`config.mk`:
```
export PLATFORM = sky130hd
export DESIGN_NAME = bpa_word_unit
export DESIGN_NICKNAME = d
export VERILOG_FILES = /design/src/bpa_pkg.sv /design/src/bpa_word_unit.sv
export SDC_FILE = /design/constraint.sdc
export NUM_CORES = 1
export LEC_CHECK = 0
export BUFFER_PORTS_ARGS = -buffer_cell sky130_fd_sc_hd__buf_2
export CORE_ASPECT_RATIO = 2
export CORE_MARGIN = 1.5
export CORE_UTILIZATION = 64
export DETAILED_ROUTE_END_ITERATION = 10
export PLACE_DENSITY = 0.95
export SYNTH_ARGS = -nofsm -noshare
export SYNTH_HDL_FRONTEND = slang
export SYNTH_SLANG_ARGS = --single-unit
```
`constraint.sdc`:
```
create_clock -name vclk -period 11.4
set_input_delay 1.71 -clock vclk [all_inputs]
set_output_delay 1.71 -clock vclk [all_outputs]
set_load 0.1 [all_outputs]
```
`src/bpa_pkg.sv`:
```
`default_nettype none
package bpa_pkg;

  localparam int NUM_PAGES  = 65536;
  localparam int PAGE_SHIFT = 12;
  localparam int WORD_BITS  = 32;

  localparam int ACTION_W = 3;
  localparam int PAGE_W   = 17;
  localparam int ADDR_W   = 32;
  localparam int STATUS_W = 2;

  localparam int WORD_COUNT = (NUM_PAGES + WORD_BITS - 1) / WORD_BITS;
  localparam int IDX_W      = $clog2(WORD_COUNT);
  localparam int BIT_W      = $clog2(WORD_BITS);
  localparam int CNT_W      = BIT_W + 1;

  // allocation only reaches pages whose byte address fits in 32 bits
  localparam int ADDR_PAGES  = 1 << (ADDR_W - PAGE_SHIFT);
  localparam int LIMIT_PAGES = (NUM_PAGES < ADDR_PAGES) ? NUM_PAGES : ADDR_PAGES;
  localparam int SCAN_WORDS  = (LIMIT_PAGES + WORD_BITS - 1) / WORD_BITS;
  localparam int LAST_BITS   = LIMIT_PAGES - (SCAN_WORDS - 1) * WORD_BITS;

  localparam logic [ACTION_W-1:0] ACT_RESERVE_ALL   = 3'd0;
  localparam logic [ACTION_W-1:0] ACT_RELEASE_RANGE = 3'd1;
  localparam logic [ACTION_W-1:0] ACT_RESERVE_RANGE = 3'd2;
  localparam logic [ACTION_W-1:0] ACT_ALLOCATE      = 3'd3;
  localparam logic [ACTION_W-1:0] ACT_FREE_ADDRESS  = 3'd4;

  localparam logic [STATUS_W-1:0] STAT_DONE         = 2'd0;
  localparam logic [STATUS_W-1:0] STAT_NO_FREE      = 2'd1;
  localparam logic [STATUS_W-1:0] STAT_REJECTED     = 2'd2;
  localparam logic [STATUS_W-1:0] STAT_ALREADY_FREE = 2'd3;

  typedef enum logic [1:0] {
    OP_RELEASE,
    OP_RESERVE,
    OP_ALLOC
  } word_op_t;

  typedef enum logic [3:0] {
    ST_CLEAR,
    ST_IDLE,
    ST_RANGE_RD,
    ST_RANGE_WR,
    ST_FIN,
    ST_SCAN,
    ST_FREE_RD,
    ST_FREE_WR,
    ST_RESP
  } state_t;

  typedef struct packed {
    logic [ACTION_W-1:0] action;
    logic [PAGE_W-1:0]   first_page;
    logic [PAGE_W-1:0]   end_page;
    logic [ADDR_W-1:0]   address;
  } in_item_t;

  typedef struct packed {
    logic [ADDR_W-1:0]   page_address;
    logic [STATUS_W-1:0] status;
    logic [PAGE_W-1:0]   free_count;
  } out_item_t;

  typedef struct packed {
    word_op_t             op;
    logic [WORD_BITS-1:0] old_word;
    logic [BIT_W-1:0]     lo;
    logic [BIT_W-1:0]     hi;
  } word_req_t;

  typedef struct packed {
    logic [WORD_BITS-1:0] new_word;
    logic [CNT_W-1:0]     cnt;
    logic                 found;
    logic [BIT_W-1:0]     find_bit;
  } word_rsp_t;

endpackage
`default_nettype wire

```
`src/bpa_word_unit.sv`:
```
`default_nettype none
module bpa_word_unit (
  input  wire bpa_pkg::word_req_t req,
  output bpa_pkg::word_rsp_t      rsp
);

  localparam int WB    = bpa_pkg::WORD_BITS;
  localparam int BW    = bpa_pkg::BIT_W;
  localparam int CW    = bpa_pkg::CNT_W;
  localparam int GRP   = 8;
  localparam int NGRP  = (WB + GRP - 1) / GRP;

  logic [WB-1:0] mask;
  logic [WB-1:0] changed;
  logic [WB-1:0] cand;
  logic [WB-1:0] new_word;
  logic          found;
  logic [CW-1:0] grp_cnt;
  logic [CW-1:0] total;
  logic [BW-1:0] first_bit;

  always_comb begin
    for (int b = 0; b < WB; b++) begin
      mask[b] = (BW'(b) >= req.lo) && (BW'(b) <= req.hi);
    end
  end

  always_comb begin
    cand      = ~req.old_word & mask;
    first_bit = '0;
    for (int b = WB - 1; b >= 0; b--) begin
      if (cand[b]) begin
        first_bit = BW'(b);
      end
    end
  end

  always_comb begin
    found = |cand;
    case (req.op)
      bpa_pkg::OP_RELEASE: begin
        changed  = req.old_word & mask;
        new_word = req.old_word & ~mask;
        found    = |changed;
      end
      bpa_pkg::OP_RESERVE: begin
        changed  = cand;
        new_word = req.old_word | mask;
      end
      bpa_pkg::OP_ALLOC: begin
        changed  = '0;
        new_word = req.old_word | (WB'(1) << first_bit);
      end
      default: begin
        changed  = '0;
        new_word = req.old_word;
      end
    endcase
  end

  // byte-wise population count, then sum of the byte counts
  always_comb begin
    total = '0;
    for (int g = 0; g < NGRP; g++) begin
      grp_cnt = '0;
      for (int b = 0; b < GRP; b++) begin
        if (g * GRP + b < WB) begin
          grp_cnt = grp_cnt + CW'(changed[g * GRP + b]);
        end
      end
      total = total + grp_cnt;
    end
  end

  always_comb begin
    rsp.new_word = new_word;
    rsp.cnt      = total;
    rsp.found    = found;
    rsp.find_bit = first_bit;
  end

endmodule
`default_nettype wire

```
==> results of run 1 <==
==> cell usage after synthesis, drive strengths merged (8+ instances only) <==
cell type	instances	area share, %
nor2	78	6.9
inv	54	4.9
nand2	44	4.0
a21oi	42	4.9
o21ai	35	4.1
buf	27	4.7
fa	24	11
clkbuf	23	2.0
mux2i	19	4.5
nor3	18	2.1
nor4	15	2.6
nand3	14	2.1
mux2	13	3.4
o221ai	12	2.5
o32a	12	2.8
ha	11	3.2
nor2b	11	1.6
or2	11	1.6
o211ai	9	1.7
a21o	8	1.4
==> worst max-delay path, cell delays in order <==
cell,delay [ns]
buf_2,0.11
inv_1,0.07
ha_1,0.84
mux2i_1,0.17
or2_2,0.33
fa_1,0.49
inv_1,0.05
fa_1,0.51
fa_1,0.54
fa_1,0.53
fa_1,0.53
fa_1,0.56
ha_1,0.19
inv_1,0.07
fa_1,0.40
inv_1,0.08
a21o_1,0.11
a21oi_1,0.08
xnor2_1,0.16
buf_2,0.45
==> cell families (layout without fill, tap and decap cells) <==
kind of cell	after synthesis	count (layout)	synth area share (%)
buffers and inverters	104	147	11.6
AND/OR/NAND/NOR	241	241	30.1
adder cells (fa/ha/maj)	35	35	14.5
AO/OA/AOI/OAI	199	199	35.2
multiplexers	32	32	7.91
XOR/XNOR	3	3	0.618
==> layer usage <==
layer / GRT usage [%] / vias to the layer above
met3: 24.3 / 195
met4: 42.9 / 0
met2: 79.0 / 576
met5: 2.52 / -
met1: 61.8 / 2571
li1: - / 2383
==> through the flow <==
| step | instance area (µm²) | hold slack [ns] |
|---|---|---|
| 2_1_floorplan | 4260 | 3.89 |
| 3_3_place_gp | 4560 | 4.01 |
| 3_5_place_dp | 4560 | 4.02 |
| 4_1_cts | 4560 | 4.02 |
| 5_1_grt | 4560 | 4.04 |
| 6_report | 4560 | 4.03 |
==> power by group through the flow <==
| stage | registers [µW] | logic, µW | clock network (µW) |
|---|---|---|---|
| after floorplan | 0 | 344 | 0 |
| after global placement | 0 | 416 | 0 |
| after detailed placement | 0 | 422 | 0 |
| after CTS | 0 | 423 | 0 |
| after global routing | 0 | 453 | 0 |
| final | 0 | 440 | 0 |
==> layout make-up <==
cell class                 instances  area [µm²]
timing repair buffer              93         478
tap                               86         108
multi-input combinational        510        3760
fill                             617        1810
inverter                          54         208
==> worst max path at each step <==
stage                 start      end  cells after the start
floorplan           req[42]  rsp[10]                     20
global placement    req[43]  rsp[10]                     22
detailed placement  req[43]  rsp[10]                     22
CTS                 req[43]  rsp[10]                     22
global route        req[43]  rsp[10]                     21
finish              req[43]  rsp[10]                     20
==> results_dict.tcl, run 1 <==
set metrics [dict create \
    cp-end-kind "primary output" \
    peakVddDrop_uv 192 \
    utilization_pct 71.6 \
    netlist-cell-type-count 87 \
    grt_pass1_wl_mm 29.7 \
    wl_per_cell_um 26.0 \
    final_cell_mix "buf_2, nor2_1, inv_1" \
    p_sw_uw 344 \
    die_area_um2 7180 \
    worstPathRequired_ns 9.69 \
    cp_data_arrival_time_ns 8.02 \
    ant_nets 0 \
    wl_met1_mm 5.96 \
    wl_met2_mm 8.47 \
    dp.cells 743 \
    via_per_inst 7.71 \
    core_um2 6360 \
    dr_total_vias 5725 \
    grt_overflow 0 \
    setup-tns-final_ns 0 \
    combinationalPowerShare_pct 100.0 \
    area_growth_syn_to_layout_pct 7.06 \
    p_clk_share_pct 0 \
    synth_fp_nets 693 \
    post_cts_resized 0 \
    final_cells 743 \
    drt_iter0_drc 1304 \
    critPathMaxFanout 32 \
    start_kind "input pin" \
    cellLeakagePower_uw 0.00213 \
    critPathKind "in -> out" \
    diodes 0 \
    rsz0062_at_grt "no" \
    finalHoldViolCount 0 \
    rows 41 \
    preCtsSetupSlack_ns 1.76 \
    worst_pin_slew_ns 1.08 \
    drc_errors 0 \
    holdPathEnd "rsp[34]" \
    fin_crit_sh_pct 85.4 \
    internal_power_uw 96.0 \
    grt_max_degree 44 \
    syn_area_um2 4260 \
    die_w_um 60.7 \
    power_density_nw_per_um2 96.5 \
    final_common_cell "buf_2" \
    avgSynthCellArea_um2 6.93 \
    synth_warnings 0 \
    gp_congestion 1.22 \
    grt_use_total_pct 55.5 \
    post-layout-total-power_uw 440 \
    grt_pass1_vias 5349 \
    whs_path_depth 4 \
    hold_path.class "in -> out" \
    maxSlewHeadroom_pct 27.8 \
    syn_inst 614 \
    cts.hold.buffers_added 0 \
    die_h_um 118 \
    ioPinCount 88 \
    drtPass1Iterations 7 \
    pwr-share-seq_pct 0 \
    drt_wl_total_mm 19.3 \
    port_buffers 88 \
    final_nets 738 \
    status "finished clean" \
    post-cts-setup-buffer-count 0 \
    holdCritStartpoint "req[32]" \
    antenna_found_initial 0 \
    drv_slew 0 \
    maxCapViolCount 0 \
    dr_wl_met3_mm 2.60 \
    highest_layer "met4" \
    drive_gt1_share_pct 22.2 \
    setup_viol 0 \
    nClkBuffers 0 \
    clock.fmax_mhz 103 \
    ff_latch_area_um2 0 \
    start_util_pct 66.9 \
    dp_hpwl_mm 14.4 \
    synth_seq_area_share_pct 0 \
    p_sw_share_pct 78.2 \
    nFlopsAndLatches 0 \
    fin_crit_ns 9.73 \
    setup_ws_ns 1.67 \
]
(Power assumes the default switching activity.)
==> inputs of run 2 (changes only) <==
--- a/config.mk
+++ b/config.mk
@@ -11,6 +11,7 @@
 export CORE_UTILIZATION = 64
 export DETAILED_ROUTE_END_ITERATION = 10
 export PLACE_DENSITY = 0.95
+export RECOVER_POWER = 100
 export SYNTH_ARGS = -nofsm -noshare
 export SYNTH_HDL_FRONTEND = slang
 export SYNTH_SLANG_ARGS = --single-unit
==> run 2 against run 1 <==
  * The run now ends with capacitance limit, slew limit left
  * Cell count did not move
  * Via count rose by 0.12%
  * First-iteration DRC count fell by 1.4%
  * Sequential share of layout area unchanged
  * Clock-buffer cell count stayed put
  * Routed wire length hardly changed
  * Setup slack worse by 0.77 ns
  * Largest cell class unchanged
==> results_dict.tcl, run 2 (synthesis gave the netlist of run 1 again) <==
set metrics [dict create \
    antenna_found_initial 0 \
    drive_gt1_share_pct 16.3 \
    port_buffers 88 \
    grt_pass1_wl_mm 29.7 \
    ant_nets 0 \
    whs_path_depth 4 \
    setup_viol 0 \
    worst_pin_slew_ns 1.49 \
    finalHoldViolCount 0 \
    crit_top_cell "fa_1" \
    critPathMaxFanout 30 \
    ioPinCount 88 \
    nFlopsAndLatches 0 \
    violations "capacitance limit, slew limit" \
    cp_top_family "adder cells" \
    gp_congestion 1.22 \
    power_density_nw_per_um2 96.4 \
    slowest_delay_ns 1.03 \
    maxSlewHeadroom_pct -1.71 \
    die_h_um 118 \
    clock.fmax_mhz 95.2 \
    status "finished, violations left" \
    grt_pass1_vias 5349 \
    cp.depth 18 \
    drt_wl_total_mm 19.3 \
    drt_iter0_drc 1286 \
    final_common_cell "nor2_1" \
    start_util_pct 66.9 \
    grt_overflow 0 \
    fin_crit_sh_pct 92.1 \
    grt_use_total_pct 55.5 \
    maxCapViolCount 1 \
    start_kind "input pin" \
    drtPass1Iterations 9 \
    wl_per_cell_um 26.0 \
    critPathKind "in -> out" \
    cellLeakagePower_uw 0.00201 \
    peakVddDrop_uv 189 \
    slowest_stage "clkbuf_1" \
    utilization_pct 70.8 \
    cts.hold.buffers_added 0 \
    hold_path.class "in -> out" \
    final_nets 738 \
    fin_crit_ns 10.50 \
    ff_latch_area_um2 0 \
    via_per_inst 7.71 \
    post_cts_resized 0 \
    cp-end-kind "primary output" \
    nClkBuffers 0 \
    post-cts-setup-buffer-count 0 \
    post-layout-total-power_uw 434 \
    rows 41 \
    die_area_um2 7180 \
    cp_data_arrival_time_ns 8.79 \
    crit_chain "clkbuf_1, nand2_1, nor3_1, nand2_1, fa_1, inv_1, fa_1, inv_1, fa_1, inv_1, fa_1, fa_1, fa_1, ha_1, inv_1, fa_1, inv_1, clkbuf_1" \
    drv_slew 1 \
    drc_errors 0 \
    dp_hpwl_mm 14.4 \
    final_cell_mix "nor2_1, inv_1, buf_2" \
    final_cells 743 \
    path_buf_inv 7 \
    dr_total_vias 5732 \
    diodes 0 \
    area_growth_syn_to_layout_pct 5.82 \
    rsz0062_at_grt "no" \
    core_um2 6360 \
    setup-tns-final_ns 0 \
    grt_max_degree 44 \
    die_w_um 60.7 \
    dp.cells 743 \
    worstPathRequired_ns 9.69 \
]
==> run 2: changes by cell type in the layout (fill, tap and decap cells not counted), sizes merged <==
cell,previous run,this run
buf,93,55
clkbuf,0,38
==> run 2: final timing paths <==
check,startpoint,to,slack [ns]
worst max-delay path,req[4],rsp[7],0.90
worst min-delay path,req[32],rsp[34],4.24
==> run 2: through the flow <==
stage,hold WS [ns],setup slack (ns),area (µm²)
after global routing,4.27,0.706,4500
after detailed placement,4.02,1.76,4560
after floorplan,3.89,1.39,4260
final,4.24,0.896,4500
after CTS,4.02,1.74,4560
after global placement,4.01,1.93,4560
==> run 2: power breakdown <==
part	internal [µW]	leakage (µW)	switching, µW
Combinational	90.0	0.00201	344
Sequential	0	0	0
Clock	0	0	0
==> run 2: area by class of cell <==
class | count | area [µm²]
tap | 86 | 108
multi-input combinational | 510 | 3760
timing repair buffer | 93 | 430
fill | 639 | 1860
inverter | 54 | 208
==> run 2: layer usage <==
layer / track usage (%) / wire length, µm / share of wire [%] / vias to the layer above
met5: 2.52 / 0 / 0 / -
met4: 42.9 / 2330 / 12 / 0
met3: 24.3 / 2770 / 14 / 216
met2: 79.0 / 8480 / 44 / 581
met1: 61.8 / 5750 / 30 / 2558
li1: - / - / - / 2377
==> run 2: worst min-delay path, stage by stage <==
cell and delay (ns):
buf_2 0.12, o22ai_1 0.09, o21ai_0 0.10, clkbuf_1 0.50
